**config.mk**
```make
export PLATFORM = sky130hd
export DESIGN_NAME = and_fifo
export DESIGN_NICKNAME = d
export VERILOG_FILES = /design/src/sv/and_fifo.sv
export VERILOG_INCLUDE_DIRS = /design/src /design/src/sv
export SDC_FILE = /design/constraint.sdc
export NUM_CORES = 1
export LEC_CHECK = 0
export BUFFER_PORTS_ARGS = -buffer_cell sky130_fd_sc_hd__buf_2
export CORE_MARGIN = 2
export CORE_UTILIZATION = 26
export DETAILED_ROUTE_END_ITERATION = 16
export REMOVE_ABC_BUFFERS = 1
export SYNTH_ARGS = -nofsm -noshare
export SYNTH_HDL_FRONTEND = slang
export SYNTH_SLANG_ARGS = --single-unit
```
**constraint.sdc**
```tcl
create_clock -name clk -period 2.45 [get_ports clk]
set_clock_uncertainty 0.2 [all_clocks]
set_input_delay 0.1225 -clock clk [delete_from_list [all_inputs] [get_ports clk]]
set_output_delay 0.1225 -clock clk [all_outputs]
set_load 0.05 [all_outputs]
```
**src/sv/assert_macros.svh**
```systemverilog
// assertion macros shared by the anisotropic neighbour distance rtl
// no dependencies; included by files that carry concurrent checks
`ifndef ASSERT_MACROS_SVH
`define ASSERT_MACROS_SVH

// property must hold at every clock edge outside reset
`define AND_ASSERT(label, clk, rst_n, prop, msg) \
	label: assert property (@(posedge clk) disable iff (!rst_n) prop) else $error(msg);

// expression must never be true outside reset
`define AND_NEVER(label, clk, rst_n, expr, msg) \
	label: assert property (@(posedge clk) disable iff (!rst_n) !(expr)) else $error(msg);

`endif

```
**src/sv/and_fifo.sv**
```systemverilog
// small register queue used between the block's parts and at its output
// depends on assert_macros.svh
`include "assert_macros.svh"

module and_fifo #(
	parameter int unsigned W     = 8,
	parameter int unsigned DEPTH = 4
) (
	input  logic         clk,
	input  logic         arst_n,
	input  logic         push,
	input  logic [W-1:0] din,
	output logic         full,
	input  logic         pop,
	output logic [W-1:0] dout,
	output logic         empty
);
	localparam int unsigned AW = (DEPTH > 1) ? $clog2(DEPTH) : 1;
	localparam int unsigned CW = $clog2(DEPTH + 1);

	logic [W-1:0]  mem_q [DEPTH];
	logic [AW-1:0] wr_ptr_q, rd_ptr_q;
	logic [CW-1:0] cnt_q;
	logic          do_push, do_pop;

	assign full    = (cnt_q == CW'(DEPTH));
	assign empty   = (cnt_q == '0);
	assign do_push = push && !full;
	assign do_pop  = pop && !empty;
	assign dout    = mem_q[rd_ptr_q];

	// pointers and fill count
	always_ff @(posedge clk or negedge arst_n) begin
		if (!arst_n) begin
			wr_ptr_q <= '0;
			rd_ptr_q <= '0;
			cnt_q    <= '0;
		end else begin
			if (do_push)
				wr_ptr_q <= (wr_ptr_q == AW'(DEPTH - 1)) ? '0 : wr_ptr_q + 1'b1;
			if (do_pop)
				rd_ptr_q <= (rd_ptr_q == AW'(DEPTH - 1)) ? '0 : rd_ptr_q + 1'b1;
			if (do_push && !do_pop)
				cnt_q <= cnt_q + 1'b1;
			else if (do_pop && !do_push)
				cnt_q <= cnt_q - 1'b1;
		end
	end

	// storage
	always_ff @(posedge clk) begin
		if (do_push)
			mem_q[wr_ptr_q] <= din;
	end

	`AND_NEVER(fifo_no_overflow, clk, arst_n, push && full, "push into full queue")
	`AND_NEVER(fifo_full_empty, clk, arst_n, full && empty, "queue full and empty at once")
	`AND_ASSERT(fifo_ptr_match, clk, arst_n, empty |-> (wr_ptr_q == rd_ptr_q), "pointers differ when empty")

endmodule

```
; ---- Word level (Yosys, flattened, before mapping)
; Memories as Yosys holds them, arrays and structs flattened.
; Index checks and enable logic that the tools add are counted.
[totals]
register_bits = 7
latchBits = 0
ramBits = 32
romBits = 0
input_bits = 12
out_inout_bits = 10
memories = 1
[op_classes]
add_sub_neg = 4
multipliers = 0
div_mod_pow = 0
order_cmp = 0
n_eq_ne = 3
n_shift = 0
mux = 6
n_bitwise = 0
n_reduce_logical = 10
[mem_list]
columns = name, words, word_bits, read_ports, rd_ports_with_merged_regs, wr, line
row1 = mem_q, 4, 8, 1, 0, 1, and_fifo.sv:21  ; logic [W-1:0] mem_q [DEPTH];
[ops]
columns = op, n
row1 = 3-bit two-way mux, 2
row2 = "2-bit by 1-bit adder with 2-bit output, second input constant", 2
row3 = "2-bit == test, second input constant", 2
row4 = 1-bit logical AND, 4
row5 = 1-bit logical NOT, 4
row6 = 2-bit two-way mux, 2
row7 = "3-bit by 1-bit adder with 3-bit output, second input constant", 1
row8 = "3-bit == test, second input constant", 1
row9 = 3-bit logical NOT, 1
row10 = "3-bit by 1-bit subtractor with 3-bit output, second input constant", 1
row11 = 1-bit two-way mux, 2
row12 = 2-bit nonzero test, 1

; ---- Longest topological paths before layout
; Gate-level depths: netlist of run 1.
[depth]
depth_word = 7
mapped_depth = 8
depth_no_buf = 8

; ---- Least setup slack after synthesis of run 1
; No wires, ideal clock.
[synth_path]
path_type = flip-flop to flip-flop
from = register cnt_q[0]
to = register cnt_q[2]
t_arrival_ns = 2.928
required_ns = 2.171
setup_slack_ns = -0.757
path_stages_with_launch = 9
path_buffers = 0
period_less_slack_ns = 3.207
cell_sequence = dfrtp_1 nor3_1 nand2b_4 ha_1 inv_1 fa_1 xor2_1 nor2_1 xor2_1
[synth_between]
elab_chain_cells = 6
word_cells_on_any_way = 15
[synth_rtl]
columns = element, line
row1 = start: declaration, and_fifo.sv:23  ; logic [CW-1:0] cnt_q;
row2 = start signal: assignment, and_fifo.sv:44  ; cnt_q <= cnt_q + 1'b1;
row3 = start signal: assignment, and_fifo.sv:46  ; cnt_q <= cnt_q - 1'b1;
row4 = 3-bit logical NOT (*), and_fifo.sv:27  ; assign empty = (cnt_q == '0);
row5 = via empty, and_fifo.sv:16  ; output logic empty
row6 = 1-bit logical NOT (*), and_fifo.sv:29  ; assign do_pop = pop && !empty;
row7 = 1-bit logical AND (*), and_fifo.sv:29
row8 = 1-bit logical NOT, and_fifo.sv:43  ; if (do_push && !do_pop)
row9 = 1-bit logical AND, and_fifo.sv:43
row10 = 3-bit two-way mux or 2-bit nonzero test (tied branches), n/a
; Mark *: on every way through the listed nets, which the timed path passes. The rest lies on a longest branch. The select of a mux whose other input is x is not followed.
; A chain may end at the register's enable or synchronous reset.

; ---- Worst setup path in the final report of run 1
[layout_path]
from = register cnt_q[0]
to = register cnt_q[2]
[layout_between]
elab_chain_cells = 6
word_cells_on_any_way = 15
[layout_rtl]
columns = element
row1 = "parallel branches: the longest is 6 deep, another holds 3-bit by 1-bit subtractor with 3-bit output"
; Several ways; the timed one is not identified. The select of a mux whose other input is x is not followed.

==> impl_metrics.csv, run 1 <==
group,metric,value,unit
run_status,status,"finished, final reports clean",
clocking,cts_made_buffers,5,
layout,insertedDiodeCount,0,
power,sequentialPowerShare,42.7,%
logic_synthesis,synth-edff-count,32,
power,vdd_drop_max,0.5043,mV
timing,finalCritPeriodShare,93.90,%
critical_path,slowest_delay,0.46,ns
clocking,clock_sinks,39,
clocking,cts_resized,0,
clocking,cts_tree,"yes",
placement,gp_congestion,0.6823,
critical_path,critPathRequiredTime,2.46,ns
critical_path,startpoint_type,"flop",
layout,final_nets,136,
power,p_leak,0.7591,nW
floorplan,core_area,0.005956,mm^2
logic_synthesis,synth.distinct_cells,19,
layout,drive_above_1_share,37.29,%
floorplan,dieWidth,82.88,um
logic_synthesis,async_flop_share,17.95,%
power,internal-power,1.513,mW
route,dr.first_iter.drc_count,32,
power,swShare,39.16,%
route,via_per_inst,4.119,
logic_synthesis,synth-seq-area-share,70.22,%
timing,finalCriticalPeriod,2.301,ns
global_route,globalRouteOverflowTotal,0,
clocking,clkLatencyLatePin,0.28,ns
critical_path,cp_max_fo,4,
power,clock_power_share,16.0,%
logic_synthesis,synth-seq-cells,39,
floorplan,dieHeight,82.88,um
critical_path,crit_top_cell,"xor2_1",
placement,hpwlAfterDp,1818,um
clocking,hold_buffers,11,
global_route,grtUsageTotal,8.405,%
critical_path,cp_cell_sequence,"nor3_1, nand2b_4, ha_1, inv_1, fa_1, xor2_1, nor2_1, xor2_1",
placement,pre_cts_ws,0.1677,ns
critical_path,cp_num_buf_inv,1,
timing,rsz0062_at_grt,"false",
power,p_comb_share,41.3,%
job,drv_cap,0,
clocking,clock_path_buffers,2,
power,switchingPower,0.9743,mW
global_route,grt_pass1_vias,869,
timing,fin_ws,0.1494,ns
route,finalWirelength,2623,um
critical_path,crit_family,"simple AND/OR/NAND/NOR gates",
clocking,post_cts_buffers,0,
critical_path,endpoint_kind,"flop",
power,power.density,1240,mW/mm^2
global_route,grt_pass1_wl,4236,um
clocking,clk_pin_slew,0.06,ns
logic_synthesis,ys_warn_count,0,
clocking,cts_root_buf,"clkbuf_8",
critical_path,worst-setup-path-type,"reg2reg",
placement,dpl_cell_area,0.001815,mm^2
layout,area_delta_synth_final,24.05,%
timing,hold_violations,0,
route,post_drt_wl_per_cell,13.59,um
timing,slew_headroom,59.20,%
logic_synthesis,syn_inst,79,
layout,design_area,0.002007,mm^2
logic_synthesis,syn_area,0.001618,mm^2
floorplan,start_util,27.16,%
logic_synthesis,avgSynthCellArea,20.48,um^2
critical_path,crit_arrival,2.31,ns
floorplan,io_pins,22,
route,drc,0,
floorplan,die_area,0.006869,mm^2
timing,maxSlewViolCount,0,
global_route,grt_max_degree,12,
clocking,htree_levels,2,
route,dr.pass1.iters,4,
timing,worst_pin_slew,0.6120,ns
timing,fmax,434.7,MHz
placement,portBuffers,21,
floorplan,num_rows,28,
timing,finalSetupViolations,0,
route,vias,795,
logic_synthesis,ys.flop_type,"edfxtp_1",
hold_path,hp-class,"in2reg",
global_route,grt_antenna_before_repair,0,
route,ant_nets,0,
critical_path,worst_path_max_delay_cell,"dfrtp_1",
==> cells in the final DEF, fill, tap and decap left out <==
cell type,netlist,routed
edfxtp_1,32,32
mux2_2,1,1
nand2b_4,1,1
clkinv_2,0,1
nand2_1,1,1
clkbuf_1,1,2
mux2_4,4,4
dlygate4sd3_1,0,11
xor2_1,2,2
nor2_1,4,4
inv_1,3,3
nor3_1,1,1
dfrtp_1,7,7
nor3b_4,1,1
and2_1,3,3
clkbuf_8,0,5
buf_2,1,21
mux4_2,8,8
buf_4,0,1
nor2b_4,1,1
xnor2_1,1,1
fa_1,1,1
ha_1,6,6
==> final cells by class <==
class	count	area (um^2)
timing repair buffer	33	222.7
clock inverter	1	5.005
fill	577	3949
tap	75	93.84
sequential	39	1136
clock buffer	7	76.32
inverter	3	11.26
multi-input combinational	35	461.7
==> worst paths after layout <==
kind	startpoint	to	slack, ns	cells past startpoint
setup / recovery	cnt_q[0]	cnt_q[2]	0.15	8
hold / removal	push	wr_ptr_q[1]	0.11	3
setup reg to reg	cnt_q[0]	cnt_q[2]	0.15	8
hold reg to reg	cnt_q[2]	cnt_q[2]	0.32	1
max in group asynchronous	arst_n	cnt_q[0]	1.22	3
min in group asynchronous	arst_n	rd_ptr_q[0]	0.59	3
==> sequential cells by signal, indices dropped and copies added (netlist names) <==
register,flops
cnt_q,3
mem_q,32
rd_ptr_q,2
wr_ptr_q,2
==> cell usage after synthesis, types with 2 or more instances <==
cell type / instances / share of area (%)
and2_1: 3 / 1.2
dfrtp_1: 7 / 11
edfxtp_1: 32 / 59
ha_1: 6 / 4.6
inv_1: 3 / 0.70
mux2_4: 4 / 3.7
mux4_2: 8 / 11
nor2_1: 4 / 0.93
xor2_1: 2 / 1.1
==> cell families after synthesis <==
group,count (synthesis),synth area share [%]
muxes,13,15.55
and+or+nand+nor,12,5.490
xor gates and xnor gates,3,1.624
adders and majority gates,7,5.878
DFF,39,70.22
buffers and inverters,5,1.237
==> power groups by stage <==
stage | sequential [mW] | clock [mW] | combinational (mW)
2_1_floorplan | 1.03 | 0 | 0.841
3_3_place_gp | 1.07 | 0 | 1.01
3_5_place_dp | 1.09 | 0 | 1.03
4_1_cts | 1.08 | 0.410 | 1.04
5_1_grt | 1.10 | 0.442 | 1.09
6_report | 1.06 | 0.397 | 1.03
==> through the flow <==
stage          hold WS, ns  total power, mW  utilization, %  std cells  setup TNS (ns)
4_1_cts             0.1065            2.529           33.70        193               0
3_5_place_dp       -0.2343            2.117           30.48        174               0
5_1_grt             0.1235            2.633           33.70        193               0
6_report            0.1136            2.488           33.70        193               0
3_3_place_gp       -0.2413            2.073           30.48        174               0
2_1_floorplan      -0.3731            1.871               -         77          -1.949
==> per-layer routing <==
layer | GRT usage [%] | share of wire (%) | vias to the layer above | routed length (um)
met1 | 8.579 | 39 | 399 | 1034
met4 | 4.918 | 2.6 | 0 | 68
met2 | 14.30 | 54 | 17 | 1409
li1 | - | - | 374 | -
met5 | 0 | 0 | - | 0
met3 | 3.579 | 4.2 | 5 | 110
==> tightest hold or removal path, stage by stage <==
cell and delay [ns]:
buf_2 0.11, nor2b_4 0.14, mux2_4 0.19
Power figures use the tool's default switching activity.
==> run 2, diff against run 1 <==
PLACE_DENSITY = 0.38   (was unset)
==> run 2 against run 1 <==
Net effect:
- hold slack got worse by 0.11 ns
- via count decreased by 0.75%
- maximum frequency increased by 4.1%
- register-to-register slack improved by 0.09 ns
- global-route usage increased by 0.52 points
- worst setup slack improved by 0.090 ns
==> impl_metrics.csv, run 2 (synthesis results as in run 1) <==
group,metric,value,unit
layout,final_cell_mix,"32 x edfxtp_1, 21 x buf_2, 9 x dlygate4sd3_1",
timing,worst_pin_slew,0.6279,ns
global_route,globalRouteOverflowTotal,0,
global_route,grtUsageTotal,8.928,%
floorplan,die_area,0.006869,mm^2
route,dr_wl_met2,1365,um
layout,fill_cells,592,
critical_path,worst_path_max_delay_cell,"dfrtp_1",
layout,seqCellArea,0.001136,mm^2
clocking,clk_pin_slew,0.07,ns
placement,hpwlAfterDp,1894,um
floorplan,core_area,0.005956,mm^2
layout,utilization,34.22,%
critical_path,cp_cell_sequence,"nor3_1, nand2b_4, ha_1, inv_1, fa_1, xor2_1, nor2_1, xor2_1",
floorplan,dieHeight,82.88,um
placement,portBuffers,21,
timing,fmax,452.4,MHz
critical_path,critPathRequiredTime,2.46,ns
route,post_drt_wl_per_cell,14.54,um
power,power.density,1326,mW/mm^2
route,vias,789,
clocking,cts_root_buf,"clkbuf_8",
critical_path,worst-setup-path-type,"reg2reg",
clocking,clock_path_buffers,2,
run_status,status,"finished, final reports clean",
critical_path,slowest_delay,0.46,ns
timing,finalCriticalPeriod,2.210,ns
route,top_layer,"met4",
floorplan,dieWidth,82.88,um
global_route,grt_antenna_before_repair,0,
route,route.met3.wl,108,um
placement,gp_congestion,0.7061,
layout,insertedDiodeCount,0,
route,finalWirelength,2778,um
layout,final_nets,134,
hold_path,hp-class,"in2async",
clocking,cts_resized,0,
route,dr.first_iter.drc_count,27,
critical_path,crit_start,"cnt_q[0]",
timing,finalSetupViolations,0,
critical_path,crit_arrival,2.22,ns
layout,multi_input_area,461.7,um^2
clocking,post_cts_buffers,0,
route,ant_nets,0,
clocking,clock_sinks,39,
clocking,hold_buffers,9,
timing,maxSlewViolCount,0,
critical_path,cp_max_fo,4,
floorplan,start_util,27.16,%
route,met1_length,1240,um
global_route,grt_pass1_vias,837,
placement,dpl_cell_area,0.001815,mm^2
critical_path,cp_num_buf_inv,1,
job,drv_cap,0,
clocking,cts_tree,"yes",
clocking,htree_levels,2,
layout,area_delta_synth_final,25.99,%
critical_path,crit_family,"simple AND/OR/NAND/NOR gates",
floorplan,num_rows,28,
timing,finalCritPeriodShare,90.22,%
floorplan,io_pins,22,
global_route,grt_max_degree,13,
route,dr.pass1.iters,4,
timing,rsz0062_at_grt,"false",
layout,largestRegisters,"mem_q (32), cnt_q (3)",
layout,largest_reg_flops,32,
timing,hold_violations,0,
layout,top_register,"mem_q",
layout,drive_above_1_share,38.79,%
global_route,grt_pass1_wl,4540,um
clocking,clkLatencyLatePin,0.28,ns
critical_path,crit_top_cell,"xor2_1",
critical_path,r2r_start,"cnt_q[0]",
layout,final_common_cell,"edfxtp_1",
layout,design_area,0.002038,mm^2
route,via_per_inst,4.131,
power,vdd_drop_max,0.5140,mV
power,p_leak,0.7739,nW
critical_path,endpoint_kind,"flop",
clocking,cts_made_buffers,5,
timing,slew_headroom,58.14,%
critical_path,startpoint_type,"flop",
route,drc,0,
==> run 2: cell types whose count changed in the layout (fill, tap and decap cells not counted) <==
cell           delta
bufinv_16         +2
clkbuf_1          -1
clkinv_2          -1
dlygate4sd3_1     -2
==> run 2: path summary, 6_finish.rpt <==
check / end / slack, ns / depth (start not counted)
setup reg to reg: cnt_q[2] / 0.24 / 8
max in group asynchronous: cnt_q[0] / 1.87 / 2
hold reg to reg: cnt_q[2] / 0.33 / 1
min in group clk: rd_ptr_q[0] / 0.01 / 3
hold / removal: cnt_q[2] / 0.007 / 2
setup / recovery: cnt_q[2] / 0.24 / 8
==> run 2: routing by layer <==
layer / GRT usage (%) / vias to the layer above
li1: - / 372
met5: 0 / -
met2: 13.20 / 16
met3: 2.883 / 8
met4: 4.918 / 0
met1: 11.57 / 393
==> run 2: final cells by class <==
cell class | count | area share, %
clock inverters | 2 | 2.947
inverters | 3 | 0.5525
well taps | 75 | 4.604
flip-flops and latches | 39 | 55.74
clock buffers | 6 | 3.560
multi-input cells | 35 | 22.65
repair buffers | 31 | 9.945
==> run 2: through the flow <==
step	hold WS, ns	instances	power [mW]	setup slack (ns)	setup TNS (ns)
2_1_floorplan	-0.3731	77	1.871	-0.7572	-1.949
3_3_place_gp	-0.2237	174	2.123	0.2503	0
3_5_place_dp	-0.2167	174	2.129	0.1960	0
4_1_cts	0.005713	191	2.759	0.1933	0
5_1_grt	0.01187	191	2.868	0.04877	0
6_report	0.006567	191	2.703	0.2397	0
==> run 2: worst reg2reg max path, stage by stage (launching register included) <==
cell	delay [ns]
dfrtp_1	0.46
nor3_1	0.24
nand2b_4	0.20
ha_1	0.18
inv_1	0.06
fa_1	0.37
xor2_1	0.15
nor2_1	0.11
xor2_1	0.17
==> run 2: power breakdown <==
| group | internal [mW] | switching, mW |
|---|---|---|
| clock | 0.407 | 0.207 |
| sequential | 0.898 | 0.164 |
| combinational | 0.412 | 0.616 |
==> run 3, diff against run 2 <==
CORE_MARGIN = 5   (was 2)
PLACE_DENSITY = 0.4   (was 0.38)
clock period = 1.9 ns   (was 2.45 ns; I/O delays follow)
==> run 3 against run 2 <==
Net effect:
- critical endpoint is now cnt_q[1]
- sequential power is 25% higher
- sequential share of layout area is 6.4 points lower
- the flow now finishes with violations (setup timing)
- clock power is 32% higher
- global-route usage is 0.080 points higher
- worst setup slack worse by 0.37 ns
- routed wire length is 10% higher
- combinational power is 85% higher
==> impl_metrics.csv, run 3 (synthesis results as in run 1) <==
group,metric,value,unit
critical_path,worst-setup-path-type,"reg2reg",
placement,hpwlAfterDp,2048,um
timing,slew_headroom,44.76,%
route,via_per_inst,4.188,
run_status,status,"finished, violations left",
hold_path,hold_path_depth,4,
critical_path,crit_start,"cnt_q[1]",
hold_path,hold_path.startpoint,"pop",
layout,largest_reg_flops,32,
floorplan,dieWidth,88.88,um
layout,drive_above_1_share,51.13,%
timing,rsz0062_at_grt,"true",
power,internal-power,2.640,mW
run_status,violations,"setup timing",
timing,finalSetupViolations,2,
layout,insertedDiodeCount,0,
layout,utilization,38.51,%
critical_path,critPathRequiredTime,1.88,ns
layout,final_cell_mix,"32 x edfxtp_1, 13 x buf_2, 12 x buf_4",
timing,fin_setup_tns,-0.2189,ns
route,finalWirelength,3056,um
timing,fmax,492.2,MHz
layout,final_common_cell,"edfxtp_1",
power,vdd_drop_max,0.6937,mV
critical_path,crit_arrival,2.01,ns
power,p_total,4.050,mW
critical_path,cp_max_fo,3,
timing,maxSlewViolCount,0,
layout,design_area,0.002307,mm^2
clocking,cts_tree,"yes",
layout,top_register,"mem_q",
route,dr.pass1.iters,3,
critical_path,r2r_start,"cnt_q[1]",
route,dr.first_iter.drc_count,32,
timing,fin_ws,-0.1317,ns
power,p_leak,0.8967,nW
critical_path,startpoint_type,"flop",
floorplan,start_util,27.01,%
route,post_drt_wl_per_cell,14.69,um
placement,pre_cts_ws,-0.2314,ns
placement,portBuffers,21,
job,drv_cap,0,
global_route,grt_pass1_wl,5009,um
critical_path,crit_path_end,"cnt_q[1]",
floorplan,core_area,0.005991,mm^2
clocking,clkLatencyLatePin,0.29,ns
global_route,globalRouteOverflowTotal,0,
clocking,cts_made_buffers,5,
power,p_comb_share,47.2,%
global_route,grt_antenna_before_repair,0,
placement,gp_congestion,0.6709,
power,power.density,1755,mW/mm^2
timing,finalCriticalPeriod,2.032,ns
timing,hold_violations,0,
global_route,grt_max_degree,13,
floorplan,die_area,0.007900,mm^2
clocking,cts_root_buf,"clkbuf_8",
critical_path,endpoint_kind,"flop",
global_route,grtUsageTotal,9.008,%
hold_path,hp-class,"in2reg",
layout,multi_input_area,494.2,um^2
power,swShare,34.82,%
route,vias,871,
floorplan,io_pins,22,
timing,fin_hold_ws,0.03878,ns
power,clock_power_share,20.1,%
route,drc,0,
layout,fill_cells,565,
layout,largestRegisters,"mem_q (32), cnt_q (3)",
clocking,clock_sinks,39,
timing,finalCritPeriodShare,106.9,%
placement,dpl_cell_area,0.001956,mm^2
placement,post-place-cells,186,
layout,stdcell_count,208,
power,sequentialPowerShare,32.8,%
layout,final_nets,151,
clocking,htree_levels,2,
timing,worst_pin_slew,0.8255,ns
critical_path,r2r_cells,6,
floorplan,num_rows,28,
critical_path,r2r_end,"cnt_q[1]",
clocking,clock_path_buffers,2,
layout,seqCellArea,0.001139,mm^2
power,switchingPower,1.410,mW
global_route,grt_pass1_vias,952,
critical_path,reg2reg_slack,-0.13,ns
layout,area_delta_synth_final,42.61,%
route,ant_nets,0,
clocking,clk_pin_slew,0.08,ns
floorplan,dieHeight,88.88,um
run 3: worst min path at each step:
stage | end | slack, ns
3_5_place_dp | wr_ptr_q[0] | -0.25
4_1_cts | cnt_q[0] | 0.01
5_1_grt | cnt_q[0] | 0.05
2_1_floorplan | cnt_q[0] | -0.40
6_report | cnt_q[0] | 0.04
3_3_place_gp | wr_ptr_q[0] | -0.25
run 3: final cells by class:
| class | instances | area share [%] |
|---|---|---|
| multi-input combinational | 35 | 21.42 |
| tap | 75 | 4.067 |
| clock inverter | 2 | 2.603 |
| inverter | 3 | 0.4881 |
| clock buffer | 6 | 3.145 |
| sequential | 39 | 49.35 |
| timing repair buffer | 48 | 18.93 |
run 3: what timing repair did:
action,CTS,global route
hold buffers,10,0
setup buffers,4,2
gates resized for setup,7,27
hold endpoints to repair,39,0
pin swaps,4,4
endpoints found under the setup margin,12,42
run 3: metal layers:
| layer | track usage (%) | part of all wire [%] | vias to the layer above |
|---|---|---|---|
| met5 | 0 | 0 | - |
| met4 | 4.121 | 1.9 | 0 |
| met3 | 2.886 | 4.9 | 7 |
| met2 | 15.32 | 53 | 20 |
| met1 | 10.27 | 40 | 438 |
| li1 | - | - | 406 |
run 3: power by group through the flow:
| stage | clock [mW] | sequential (mW) | combinational [mW] |
|---|---|---|---|
| 6_report | 0.813 | 1.33 | 1.91 |
| 5_1_grt | 0.887 | 1.35 | 2.06 |
| 4_1_cts | 0.839 | 1.32 | 1.75 |
| 3_5_place_dp | 0 | 1.33 | 1.66 |
| 3_3_place_gp | 0 | 1.31 | 1.65 |
| 2_1_floorplan | 0 | 1.33 | 1.08 |
run 3: critical path, stage by stage, from the launching register on:
cell     delay, ns
dfrtp_2       0.46
nor3b_4       0.28
nor2b_4       0.08
ha_4          0.17
inv_2         0.05
fa_2          0.42
mux2_4        0.27
